$ cat src/timestamp_clip_selector_top_macros.svh
// Assertion macros for the timestamp clip selector.
// Used by timestamp_clip_selector_top.sv; expects i_clk and i_rst_n in scope.
`ifndef TIMESTAMP_CLIP_SELECTOR_TOP_MACROS_SVH
`define TIMESTAMP_CLIP_SELECTOR_TOP_MACROS_SVH

// Checked at every clock edge outside reset.
`define TCS_ASSERT(label, prop, msg) \
    label: assert property (@(posedge i_clk) disable iff (!i_rst_n) prop) else $error(msg);

// Checked at every clock edge, reset included.
`define TCS_ASSERT_ALWAYS(label, prop, msg) \
    label: assert property (@(posedge i_clk) prop) else $error(msg);

`endif

$ cat src/tcs_pkg.sv
// Shared types and constants of the timestamp clip selector.
// No dependencies; used by timestamp_clip_selector_top.
`default_nettype none

package tcs_pkg;

    localparam int TS_W   = 64;
    localparam int CFG_W  = 32;
    localparam int ACC_W  = 38;   // k * stride, k up to 63
    localparam int BEST_W = 34;   // holds the start gap of 1e10

    localparam logic [BEST_W-1:0] GAP_START = 34'd10000000000;

    localparam logic [1:0] CFG_CLIP_LENGTH = 2'd0;
    localparam logic [1:0] CFG_STRIDE_Q8   = 2'd1;
    localparam logic [1:0] CFG_MAX_GAP     = 2'd2;

    localparam logic OP_PUSH  = 1'b0;
    localparam logic OP_QUERY = 1'b1;

    localparam logic [1:0] STAT_MATCH     = 2'd0;
    localparam logic [1:0] STAT_UNMATCHED = 2'd1;
    localparam logic [1:0] STAT_EMPTY     = 2'd2;

    typedef enum logic [3:0] {
        ST_IDLE,
        ST_TGT,
        ST_READ,
        ST_GAP,
        ST_CMP,
        ST_NEXT,
        ST_OUT_MS,
        ST_OUT_RING,
        ST_OUT_LOAD,
        ST_EMIT
    } t_state;

endpackage

`default_nettype wire

$ cat src/timestamp_clip_selector_top.sv
// Timestamp clip selector: ring of frame timestamps and clip matching sequencer.
// Depends on tcs_pkg and timestamp_clip_selector_top_macros.svh.
//
// Use: the slave stream takes one transaction per command. tuser is the opcode
// (push or query), tdata the 64-bit timestamp. A push stores the timestamp and
// returns nothing. A query returns one or more master transactions: tuser is the
// status, tdata holds position in [4:0] and matched time in [68:5], tlast marks
// the final one. Failures return one transaction with zero data. Config writes
// (index 0 clip_length, 1 stride_q8, 2 max_gap) are always taken.
// Timing: tready is high only while idle. The scan starts in the cycle after the
// query is accepted: per target a target step and a next step, and per ring entry
// scanned a read, a gap and a compare step. After the scan each result is read
// from the match memory, then from the ring, then loaded into the output register;
// the next result is fetched only after the receiver takes the current one. A
// failing target ends the scan at once; an empty ring or zero clip length answers
// in the cycle after acceptance. While the receiver stalls, the result is held and
// nothing new is taken. Reset (synchronous, active low) empties the ring and
// restores register defaults; the ring and match memories need no clearing.
`default_nettype none
`include "timestamp_clip_selector_top_macros.svh"

module timestamp_clip_selector_top #(
    parameter int CAPACITY = 32,
    parameter int MAX_CLIP = 32
) (
    input  wire logic        i_clk,
    input  wire logic        i_rst_n,
    input  wire logic        i_s_axis_tvalid,
    output logic             o_s_axis_tready,
    input  wire logic [63:0] i_s_axis_tdata,   // [63:0] timestamp
    input  wire logic        i_s_axis_tuser,   // [0] opcode
    output logic             o_m_axis_tvalid,
    input  wire logic        i_m_axis_tready,
    output logic [71:0]      o_m_axis_tdata,   // [4:0] position, [68:5] matched_time
    output logic [1:0]       o_m_axis_tuser,   // [1:0] status
    output logic             o_m_axis_tlast,
    input  wire logic        i_cfg_valid,
    output logic             o_cfg_ready,
    input  wire logic [1:0]  i_cfg_index,
    input  wire logic [31:0] i_cfg_data
);

    localparam int PW = $clog2(CAPACITY);
    localparam int FW = $clog2(CAPACITY + 1);
    localparam int CW = $clog2(MAX_CLIP + 1);
    localparam int MW = (MAX_CLIP > 1) ? $clog2(MAX_CLIP) : 1;
    localparam logic [PW:0]   CAP_P   = (PW+1)'(CAPACITY);
    localparam logic [FW-1:0] CAP_F   = FW'(CAPACITY);
    localparam logic [PW-1:0] CAP_TOP = PW'(CAPACITY - 1);
    localparam logic [6:0]    CLIP_MX = 7'(MAX_CLIP);

    tcs_pkg::t_state r_state, n_state;

    // config
    logic [5:0]  r_clip_length;
    logic [31:0] r_stride_q8, r_max_gap;

    // ring control
    logic [FW-1:0] r_fill, n_fill;
    logic [PW-1:0] r_oldest, n_oldest;

    // query datapath
    logic [63:0]              r_ts, n_ts;
    logic [63:0]              r_target, n_target;
    logic [tcs_pkg::ACC_W-1:0] r_acc, n_acc;
    logic [tcs_pkg::BEST_W-1:0] r_best, n_best;
    logic [63:0]              r_gap, n_gap;
    logic [FW-1:0]            r_pos, n_pos;
    logic                     r_found, n_found;
    logic [CW-1:0]            r_n, n_n;
    logic [MW-1:0]            r_ms_idx, n_ms_idx;
    logic [CW-1:0]            r_j, n_j;

    // result register
    logic        r_out_valid, n_out_valid;
    logic [1:0]  r_out_status, n_out_status;
    logic [4:0]  r_out_pos, n_out_pos;
    logic [63:0] r_out_time, n_out_time;
    logic        r_out_last, n_out_last;

    // memories
    logic [63:0]   r_ring [CAPACITY];
    logic [63:0]   r_ring_rdata;
    logic [PW-1:0] r_ms [MAX_CLIP];
    logic [PW-1:0] r_ms_rdata;

    logic          w_ring_we;
    logic [PW-1:0] w_ring_waddr;
    logic [PW-1:0] w_ring_raddr;
    logic          w_ms_we;
    logic [MW-1:0] w_ms_raddr;

    logic          w_in_acc;
    logic [6:0]    w_clip7;
    logic [6:0]    w_n7;
    logic [PW+4:0] w_pos_wide;
    logic [FW-1:0] w_pos_dec;
    logic          w_gap_lt_best;
    logic          w_gap_lt_max;

    function automatic logic [PW-1:0] f_phys(input logic [PW-1:0] base,
                                             input logic [PW-1:0] off);
        logic [PW:0] sum;
        sum = {1'b0, base} + {1'b0, off};
        if (sum >= CAP_P) begin
            sum = sum - CAP_P;
        end
        return sum[PW-1:0];
    endfunction

    assign o_s_axis_tready = (r_state == tcs_pkg::ST_IDLE);
    assign o_cfg_ready     = 1'b1;
    assign o_m_axis_tvalid = r_out_valid;
    assign o_m_axis_tdata  = {3'd0, r_out_time, r_out_pos};
    assign o_m_axis_tuser  = r_out_status;
    assign o_m_axis_tlast  = r_out_last;

    assign w_in_acc   = i_s_axis_tvalid && o_s_axis_tready;
    assign w_clip7    = {1'b0, r_clip_length};
    assign w_n7       = (w_clip7 > CLIP_MX) ? CLIP_MX : w_clip7;
    assign w_pos_wide = {5'd0, r_ms_rdata};
    assign w_pos_dec  = r_pos - FW'(1);
    assign w_ms_raddr = r_j[MW-1:0];

    assign w_gap_lt_best = (r_gap[63:tcs_pkg::BEST_W] == '0) &&
                           (r_gap[tcs_pkg::BEST_W-1:0] < r_best);
    assign w_gap_lt_max  = (r_gap[63:32] == '0) && (r_gap[31:0] < r_max_gap);

    always_comb begin
        n_state      = r_state;
        n_fill       = r_fill;
        n_oldest     = r_oldest;
        n_ts         = r_ts;
        n_target     = r_target;
        n_acc        = r_acc;
        n_best       = r_best;
        n_gap        = r_gap;
        n_pos        = r_pos;
        n_found      = r_found;
        n_n          = r_n;
        n_ms_idx     = r_ms_idx;
        n_j          = r_j;
        n_out_valid  = r_out_valid;
        n_out_status = r_out_status;
        n_out_pos    = r_out_pos;
        n_out_time   = r_out_time;
        n_out_last   = r_out_last;
        w_ring_we    = 1'b0;
        w_ring_waddr = r_oldest;
        w_ring_raddr = f_phys(r_oldest, w_pos_dec[PW-1:0]);
        w_ms_we      = 1'b0;

        case (r_state)
            tcs_pkg::ST_IDLE: begin
                if (w_in_acc) begin
                    if (i_s_axis_tuser == tcs_pkg::OP_PUSH) begin
                        w_ring_we = 1'b1;
                        if (r_fill == CAP_F) begin
                            w_ring_waddr = r_oldest;
                            n_oldest     = (r_oldest == CAP_TOP) ? '0 : r_oldest + PW'(1);
                        end else begin
                            w_ring_waddr = f_phys(r_oldest, r_fill[PW-1:0]);
                            n_fill       = r_fill + FW'(1);
                        end
                    end else begin
                        n_n          = CW'(w_n7);
                        n_ts         = i_s_axis_tdata;
                        n_acc        = '0;
                        n_ms_idx     = MW'(w_n7 - 7'd1);
                        n_out_pos    = '0;
                        n_out_time   = '0;
                        n_out_last   = 1'b1;
                        if (w_n7 == '0) begin
                            n_out_valid  = 1'b1;
                            n_out_status = tcs_pkg::STAT_UNMATCHED;
                            n_state      = tcs_pkg::ST_EMIT;
                        end else if (r_fill == '0) begin
                            n_out_valid  = 1'b1;
                            n_out_status = tcs_pkg::STAT_EMPTY;
                            n_state      = tcs_pkg::ST_EMIT;
                        end else begin
                            n_state = tcs_pkg::ST_TGT;
                        end
                    end
                end
            end
            tcs_pkg::ST_TGT: begin
                n_target = r_ts - {34'd0, r_acc[tcs_pkg::ACC_W-1:8]};
                n_best   = tcs_pkg::GAP_START;
                n_found  = 1'b0;
                n_pos    = r_fill;
                n_state  = tcs_pkg::ST_READ;
            end
            tcs_pkg::ST_READ: begin
                w_ring_raddr = f_phys(r_oldest, w_pos_dec[PW-1:0]);
                n_pos        = w_pos_dec;
                n_state      = tcs_pkg::ST_GAP;
            end
            tcs_pkg::ST_GAP: begin
                n_gap   = (r_ring_rdata > r_target) ? r_ring_rdata - r_target
                                                    : r_target - r_ring_rdata;
                n_state = tcs_pkg::ST_CMP;
            end
            tcs_pkg::ST_CMP: begin
                if (w_gap_lt_best) begin
                    n_best = r_gap[tcs_pkg::BEST_W-1:0];
                    if (w_gap_lt_max) begin
                        w_ms_we = 1'b1;
                        n_found = 1'b1;
                    end
                    n_state = (r_pos != '0) ? tcs_pkg::ST_READ : tcs_pkg::ST_NEXT;
                end else begin
                    n_state = tcs_pkg::ST_NEXT;
                end
            end
            tcs_pkg::ST_NEXT: begin
                if (!r_found) begin
                    n_out_valid  = 1'b1;
                    n_out_status = tcs_pkg::STAT_UNMATCHED;
                    n_out_pos    = '0;
                    n_out_time   = '0;
                    n_out_last   = 1'b1;
                    n_state      = tcs_pkg::ST_EMIT;
                end else if (r_ms_idx == '0) begin
                    n_j     = '0;
                    n_state = tcs_pkg::ST_OUT_MS;
                end else begin
                    n_ms_idx = r_ms_idx - MW'(1);
                    n_acc    = r_acc + {6'd0, r_stride_q8};
                    n_state  = tcs_pkg::ST_TGT;
                end
            end
            tcs_pkg::ST_OUT_MS: begin
                n_state = tcs_pkg::ST_OUT_RING;
            end
            tcs_pkg::ST_OUT_RING: begin
                w_ring_raddr = f_phys(r_oldest, r_ms_rdata);
                n_state      = tcs_pkg::ST_OUT_LOAD;
            end
            tcs_pkg::ST_OUT_LOAD: begin
                n_out_valid  = 1'b1;
                n_out_status = tcs_pkg::STAT_MATCH;
                n_out_pos    = w_pos_wide[4:0];
                n_out_time   = r_ring_rdata;
                n_out_last   = ((r_j + CW'(1)) == r_n);
                n_state      = tcs_pkg::ST_EMIT;
            end
            tcs_pkg::ST_EMIT: begin
                if (i_m_axis_tready) begin
                    n_out_valid = 1'b0;
                    if (r_out_last) begin
                        n_state = tcs_pkg::ST_IDLE;
                    end else begin
                        n_j     = r_j + CW'(1);
                        n_state = tcs_pkg::ST_OUT_MS;
                    end
                end
            end
            default: begin
                n_state = tcs_pkg::ST_IDLE;
            end
        endcase
    end

    always_ff @(posedge i_clk) begin
        if (!i_rst_n) begin
            r_state <= tcs_pkg::ST_IDLE;
        end else begin
            r_state <= n_state;
        end
    end

    always_ff @(posedge i_clk) begin
        if (!i_rst_n) begin
            r_fill        <= '0;
            r_oldest      <= '0;
            r_out_valid   <= 1'b0;
            r_clip_length <= 6'd16;
            r_stride_q8   <= 32'd8533;
            r_max_gap     <= 32'd50;
        end else begin
            r_fill      <= n_fill;
            r_oldest    <= n_oldest;
            r_out_valid <= n_out_valid;
            if (i_cfg_valid && o_cfg_ready) begin
                case (i_cfg_index)
                    tcs_pkg::CFG_CLIP_LENGTH: r_clip_length <= i_cfg_data[5:0];
                    tcs_pkg::CFG_STRIDE_Q8:   r_stride_q8   <= i_cfg_data;
                    tcs_pkg::CFG_MAX_GAP:     r_max_gap     <= i_cfg_data;
                    default: begin
                    end
                endcase
            end
        end
    end

    always_ff @(posedge i_clk) begin
        r_ts         <= n_ts;
        r_target     <= n_target;
        r_acc        <= n_acc;
        r_best       <= n_best;
        r_gap        <= n_gap;
        r_pos        <= n_pos;
        r_found      <= n_found;
        r_n          <= n_n;
        r_ms_idx     <= n_ms_idx;
        r_j          <= n_j;
        r_out_status <= n_out_status;
        r_out_pos    <= n_out_pos;
        r_out_time   <= n_out_time;
        r_out_last   <= n_out_last;
    end

    always_ff @(posedge i_clk) begin
        if (w_ring_we) begin
            r_ring[w_ring_waddr] <= i_s_axis_tdata;
        end
        r_ring_rdata <= r_ring[w_ring_raddr];
    end

    always_ff @(posedge i_clk) begin
        if (w_ms_we) begin
            r_ms[r_ms_idx] <= r_pos[PW-1:0];
        end
        r_ms_rdata <= r_ms[w_ms_raddr];
    end

    `TCS_ASSERT(a_fill_bound, (r_fill <= CAP_F), "fill count above capacity")
    `TCS_ASSERT(a_oldest_full, (r_oldest != '0) |-> (r_fill == CAP_F), "oldest moved early")
    `TCS_ASSERT(a_no_accept_busy, o_m_axis_tvalid |-> !o_s_axis_tready, "input taken while busy")
    `TCS_ASSERT(a_scan_nonempty, (r_state == tcs_pkg::ST_TGT) |-> (r_fill != '0), "empty scan")
    `TCS_ASSERT_ALWAYS(a_reset_idle, !i_rst_n |=> !o_m_axis_tvalid, "result valid after reset")

endmodule

`default_nettype wire

$ cat config.mk
export PLATFORM = sky130hd
export DESIGN_NAME = timestamp_clip_selector_top
export DESIGN_NICKNAME = d
export VERILOG_FILES = /design/src/tcs_pkg.sv /design/src/timestamp_clip_selector_top.sv
export VERILOG_INCLUDE_DIRS = /design/src /design/src/src
export SDC_FILE = /design/constraint.sdc
export NUM_CORES = 2
export LEC_CHECK = 0
export BUFFER_PORTS_ARGS = -buffer_cell sky130_fd_sc_hd__buf_4
export CORE_MARGIN = 3
export CORE_UTILIZATION = 40
export CTS_BUF_LIST = sky130_fd_sc_hd__clkbuf_8
export DETAILED_ROUTE_END_ITERATION = 10
export MAX_ROUTING_LAYER = met4
export PLACE_DENSITY = 0.56
export SLEW_MARGIN = 10
export SYNTH_ARGS = -nofsm -noshare
export SYNTH_HDL_FRONTEND = slang
export SYNTH_SLANG_ARGS = --single-unit
$ cat constraint.sdc
create_clock -name i_clk -period 6.51 [get_ports i_clk]
set_clock_uncertainty 0.15 [all_clocks]
set_input_delay 0.3255 -clock i_clk [delete_from_list [all_inputs] [get_ports i_clk]]
set_output_delay 0.3255 -clock i_clk [all_outputs]
set_load 0.02 [all_outputs]
* Yosys cells after proc, flatten, opt, wreduce, memory -nomap -nowiden
Memories as Yosys holds them, arrays and structs flattened. A register that Yosys moved wholly into a read port is not among the register bits. Cells that the tools add are included. Widths: inputs -> output; s select.
Storage, ports and cells: register bits 446, RAM bits 2208, input port bits 104, output and inout bits 78, logic and storage cells 181, memories kept 2
Memories:
- r_ring | depth 32, bits a word 64, read ports 1, clocked after memory_dff 1, wr ports 1, line timestamp_clip_selector_top.sv:82 | logic [63:0] r_ring [CAPACITY];
- r_ms | depth 32, bits a word 5, read ports 1, clocked after memory_dff 1, wr ports 1, line timestamp_clip_selector_top.sv:84 | logic [PW-1:0] r_ms [MAX_CLIP];
Cells by class: add/subtract/negate cells 16, order comparisons 7, equal/unequal tests 25, mux-type cells 77, bitwise operators 2, reduce and logical (&&, ||, !) cells 31
Operators with widths (count):
- $mux 64 | 4
- $pmux 64 s3 | 1
- $mux 38 | 4
- $sub 64x64->64 | 2
- $mux 5 | 16
- $pmux 38 s2 | 1
- $pmux 34 s2 | 1
- $gt 64x64->1 | 1
- $sub 64x30->64 | 1
- $pmux 4 s10 | 1
- $add 38x32->38 | 1
- $lt 34x34->1 | 1
- $mux 34 | 1
- $logic_not 32->1 | 1
- $lt 32x32->1 | 1
- $logic_not 30->1 | 1
- $mux 6 | 5
- $sub 5x1->5 const B | 5
- $mux 4 | 6
- $pmux 6 s2 | 2
- $mux 1 | 20
- $add 5x5->6 | 3
- $ge 6x6->1 const B | 3
- $eq 4x3->1 const B | 4
- other kinds (39) | 72

* Longest topological paths before layout
word-level depth 7, depth in mapped cells 19, mapped depth without buffers 16

* Least setup slack after synthesis
No wires, ideal clock.
path type flip-flop to flip-flop, start register r_state[2], end memory r_ring[28][0], enable pin, library setup time 0.486 ns, arrival time 5.208 ns, data required time 5.874 ns, setup slack 0.666 ns, cell stages (with the launch flop) 11, buffers on the path 2, period minus slack after synthesis 5.844 ns, cells stage by stage dfxtp_1 > clkbuf_1 > nor2_1 > nand2_1 > nor3b_1 > and2_1 > clkbuf_1 > nand2_1 > xor2_1 > or3_1 > nor2_1
On the way: cells in the longest elaborated chain, start to end 6, elaborated cells on any way between the ends 8, classes of those cells mux (6); reduce/logical (2)
Ends and longest elaborated chain:
- start, declared | line timestamp_clip_selector_top.sv:52 | tcs_pkg::t_state r_state, n_state;
- start signal, assigned | line timestamp_clip_selector_top.sv:267 | r_state <= tcs_pkg::ST_IDLE;
- start signal, assigned | line timestamp_clip_selector_top.sv:269 | r_state <= n_state;
- $logic_not 4->1 (*) | line timestamp_clip_selector_top.sv:111, timestamp_clip_selector_top.sv:153
- $logic_and 1x1->1 | line timestamp_clip_selector_top.sv:118 | assign w_in_acc = i_s_axis_tvalid && o_s_axis_tready;
- $mux 1 | line timestamp_clip_selector_top.sv:155 | if (w_in_acc) begin
- $mux 1 | line timestamp_clip_selector_top.sv:153 | case (r_state)
- $mux 1 | line timestamp_clip_selector_top.sv:315 | if (w_ring_we) begin
- $mux 1 (not written as such) | line timestamp_clip_selector_top.sv:316 | r_ring[w_ring_waddr] <= i_s_axis_tdata;
- end, declared | line timestamp_clip_selector_top.sv:82
Mark *: on every way between the ends. The rest lies on a longest branch, timed or not.

* Final worst setup path
start register r_state[0], end register r_ring_rdata[34] (read register of r_ring)
On the way: cells in the longest elaborated chain, start to end 2
Ends and longest elaborated chain:
- $eq 4x3->1 | line timestamp_clip_selector_top.sv:153
- $mux 5
- end, declared | line timestamp_clip_selector_top.sv:83 | logic [63:0] r_ring_rdata;
Every way passes these cells. A chain may end at the register's enable or synchronous reset.

==> results.rst <==
.. list-table::
   :header-rows: 1

   * - Metric
     - Value
   * - Post-synthesis instance area
     - 115000 sq um
   * - Post-synthesis cell type with the largest combined area
     - sky130_fd_sc_hd__edfxtp_1
   * - Maximum clock insertion buffer count
     - 4
   * - Static leakage power
     - 45.9 nW
   * - Unrepaired setup endpoints after global routing
     - false
   * - Slew HR
     - 0.162
   * - Number of buffers inserted by post-CTS setup repair
     - 0
   * - Final HPWL DP
     - 204000 microns
   * - Number of clock sinks
     - 2723
   * - Max-cap violations
     - 0
   * - Endpoint required time on the critical path
     - 7.13 ns
   * - Cells after Synth
     - 7256
   * - Hold slack final
     - 0.0830 ns
   * - Total length of routed wires
     - 333000 microns
   * - Layout net count
     - 8243
   * - Startpoint type of the worst setup path
     - flop
   * - DRC viols
     - 0
   * - Placed Cells incl. Taps
     - 11007
   * - Final count of negative-setup-slack endpoints
     - 0
   * - Number of primary I/O pins
     - 182
   * - Most repeated cell in the gate-level netlist after synthesis
     - sky130_fd_sc_hd__edfxtp_1
   * - Most used standard cells in the synthesized netlist
     - sky130_fd_sc_hd__edfxtp_1 (2568), sky130_fd_sc_hd__nand2_1 (860), sky130_fd_sc_hd__mux4_2 (562)
   * - Post-CTS clock slew at the launch and capture registers of the worst setup and hold paths
     - 0.06 ns
   * - Starting Density
     - 0.403
   * - Arrival time worst endpoint
     - 6.51 ns
   * - Yosys top cell area share
     - 0.668
   * - Net switching fraction of the power
     - 0.379
   * - Routed wire length per instance
     - 27.7 microns
   * - FF-to-FF setup slack
     - 0.62 ns
   * - X dimension of the die
     - 543 microns
   * - Fin util
     - 0.464
   * - Net load switching power
     - 22.2 mW
   * - Die Area
     - 295000 sq um
   * - Via count of the first global-routing pass
     - 67972
   * - H-tree depth
     - 5
   * - Status
     - finished clean
   * - Core Footprint
     - 286000 sq um
   * - Yosys cell types
     - 86
   * - Max-slew violation count
     - 0
   * - Worst setup path category
     - flop to flop
   * - Worst-Margin Slew
     - 1.24 ns
   * - Overflow left after global routing
     - 0
   * - Synth-to-Final Area Change
     - 15.0%
   * - Total power per unit cell area
     - 441 nW/um^2
   * - Mean Syn Cell Area
     - 15.9 sq um
   * - Async S/R FF share, synth
     - 0
   * - Last weighted congestion value of the routability-driven placer
     - 0.979
   * - Total number of vias
     - 67923
   * - Kind of end point of the critical path
     - flop
   * - Finished Layout Cells
     - 12007
   * - Number of flops mapped to enable cells by yosys
     - 2568
   * - Synthesis Warnings
     - 0
   * - Clk_lat worst skew
     - 1.08 ns
   * - Number of DRC markers after the initial detailed-route iteration
     - 7061
   * - Clock tree from TritonCTS
     - done
   * - TritonCTS buffer count
     - 444
   * - Comb pwr share
     - 0.387
   * - Chip Height
     - 543 microns
   * - Number of antenna violations at the first check in global routing
     - 39
   * - Maximum fanout encountered on the critical timing path
     - 49
   * - Seq/Total Area, Yosys
     - 0.695
   * - Ratio of final minimum period to clock period
     - 0.904
   * - Max frequency
     - 170 MHz
   * - Final hold violation count
     - 0
   * - Worst IR drop on VDD
     - 587 uV
   * - Port Buf Inserts
     - 177
   * - Shortest period the worst path allows
     - 5.89 ns
   * - Part of the total power dissipated in sequential elements
     - 0.371
   * - Master cell of the clock root buffer
     - sky130_fd_sc_hd__clkbuf_8
   * - First-pass iteration count of the detailed router
     - 7
   * - GR Util All Layers
     - 0.229
   * - Clk network pwr share
     - 0.242
   * - FF+latch count, synth
     - 2723
   * - Maximum number of pins on one net before global-route repair
     - 129
   * - Top_reg_cell synth
     - sky130_fd_sc_hd__edfxtp_1
   * - Internal power summed over all cells
     - 36.4 mW
   * - Antenna viol nets, final
     - 0
   * - Number of rows created at floorplan
     - 196
   * - Synth top area cells
     - sky130_fd_sc_hd__edfxtp_1 (67%), sky130_fd_sc_hd__mux4_2 (11%), sky130_fd_sc_hd__ha_1 (2.9%)
   * - Final TNS setup
     - 0 ns
   * - Via density per instance
     - 5.66
   * - Ratio of cells with drive above 1 in the final layout
     - 0.193
   * - Class of the tightest hold or removal check
     - primary input to flop
   * - First-pass GRT wire length
     - 481000 microns
-- power by group through the flow --
stage	Sequential [mW]	Combinational, mW	Clock [mW]
3_3_place_gp	22.1	22.6	0
6_report	21.7	22.7	14.2
4_1_cts	21.7	22.7	14.6
5_1_grt	21.8	24.4	15.3
2_1_floorplan	21.8	14.4	0
3_5_place_dp	22.1	22.5	0
-- final timing paths --
check | startpoint | cells after the start | endpoint
worst max-delay path | r_state[0]$_SDFFE_PN0P_ | 16 | r_ring_rdata[34]$_DFF_P_
worst min-delay path | i_cfg_data[19] | 4 | r_stride_q8[19]$_SDFFE_PN0P_
worst max register to register | r_state[0]$_SDFFE_PN0P_ | 16 | r_ring_rdata[34]$_DFF_P_
worst min register to register | r_max_gap[20]$_SDFFE_PN0P_ | 2 | r_max_gap[20]$_SDFFE_PN0P_
-- cells in the final DEF (no fill, tap or decap), types with 86 or more instances in the layout --
cell type,n
sky130_fd_sc_hd__edfxtp_1,2568
sky130_fd_sc_hd__a21o_1,110
sky130_fd_sc_hd__nor2_1,226
sky130_fd_sc_hd__inv_1,434
sky130_fd_sc_hd__clkbuf_8,490
sky130_fd_sc_hd__dfxtp_1,155
sky130_fd_sc_hd__o21ai_0,186
sky130_fd_sc_hd__mux4_2,562
sky130_fd_sc_hd__xnor2_1,86
sky130_fd_sc_hd__nand3_1,369
sky130_fd_sc_hd__buf_4,289
sky130_fd_sc_hd__a21oi_1,280
sky130_fd_sc_hd__nand2_1,860
sky130_fd_sc_hd__ha_1,268
sky130_fd_sc_hd__dlygate4sd3_1,172
-- flip-flops by register name (all words and copies together) (netlist names), 32 cells and up --
register,flops
r_acc,38
r_ms,160
r_best,34
r_out_time,64
r_max_gap,32
r_gap,64
r_ts,64
r_target,64
r_ring,2048
r_ring_rdata,64
r_stride_q8,32
-- per-stage QoR --
stage	cell area [sq um]	total power, mW	setup slack, ns
global route	133000	61.5	0.420
finish	133000	58.6	0.624
CTS	133000	58.9	0.714
floorplan	115000	36.3	0.666
detailed placement	123000	44.6	0.794
global placement	123000	44.7	0.651
-- critical path, stage by stage, from the launching register on --
cell and delay (ns):
sky130_fd_sc_hd__dfxtp_1 0.55, sky130_fd_sc_hd__inv_1 0.17, sky130_fd_sc_hd__nor2_1 0.23, sky130_fd_sc_hd__nand3_1 0.44
sky130_fd_sc_hd__a21oi_1 0.41, sky130_fd_sc_hd__ha_4 0.18, sky130_fd_sc_hd__inv_1 0.05, sky130_fd_sc_hd__fa_4 0.53
sky130_fd_sc_hd__inv_1 0.08, sky130_fd_sc_hd__a21o_1 0.11, sky130_fd_sc_hd__a21oi_1 0.08, sky130_fd_sc_hd__xnor2_1 0.60
sky130_fd_sc_hd__xnor2_2 0.34, sky130_fd_sc_hd__buf_12 0.33, sky130_fd_sc_hd__nand3_1 0.20, sky130_fd_sc_hd__nand2_1 0.15
sky130_fd_sc_hd__o21ai_0 0.93
-- timing repair --
item                       in CTS  in global routing
resized for setup               0                  0
setup endpoints to repair       0                  0
hold endpoints to repair     2210                  0
hold buffers                  172                  0
-- final cells by class --
cell class	count	area [sq um]
fill	24743	153000
sequential	2723	80200
multi-input combinational	3883	33100
clock buffer	490	6740
timing repair buffer	524	5150
tap	3762	4710
clock inverter	315	1690
inverter	288	1080
antenna	22	55.1
-- cell families (layout without fill, tap and decap cells) --
kind of cell,Yosys count,in the layout,synth area share
AOI/OAI and AO/OA,958,958,0.0531
xor gates and xnor gates,172,172,0.0130
adders and majority gates,275,275,0.0302
buffers and inverters,652,1617,0.0220
DFF,2723,2723,0.695
muxes,598,598,0.113
other,2,26,0.0000650
and+or+nand+nor,1876,1876,0.0739
-- metal layers --
layer | wire (microns) | vias to the layer above | part of all wire | track usage
li1 | - | 29330 | - | -
met1 | 149000 | 35411 | 0.45 | 0.330
met2 | 154000 | 2673 | 0.46 | 0.347
met3 | 23800 | 509 | 0.071 | 0.0328
met4 | 6730 | 0 | 0.020 | 0.0496
met5 | 0 | - | 0 | -
(Power assumes the default switching activity.)
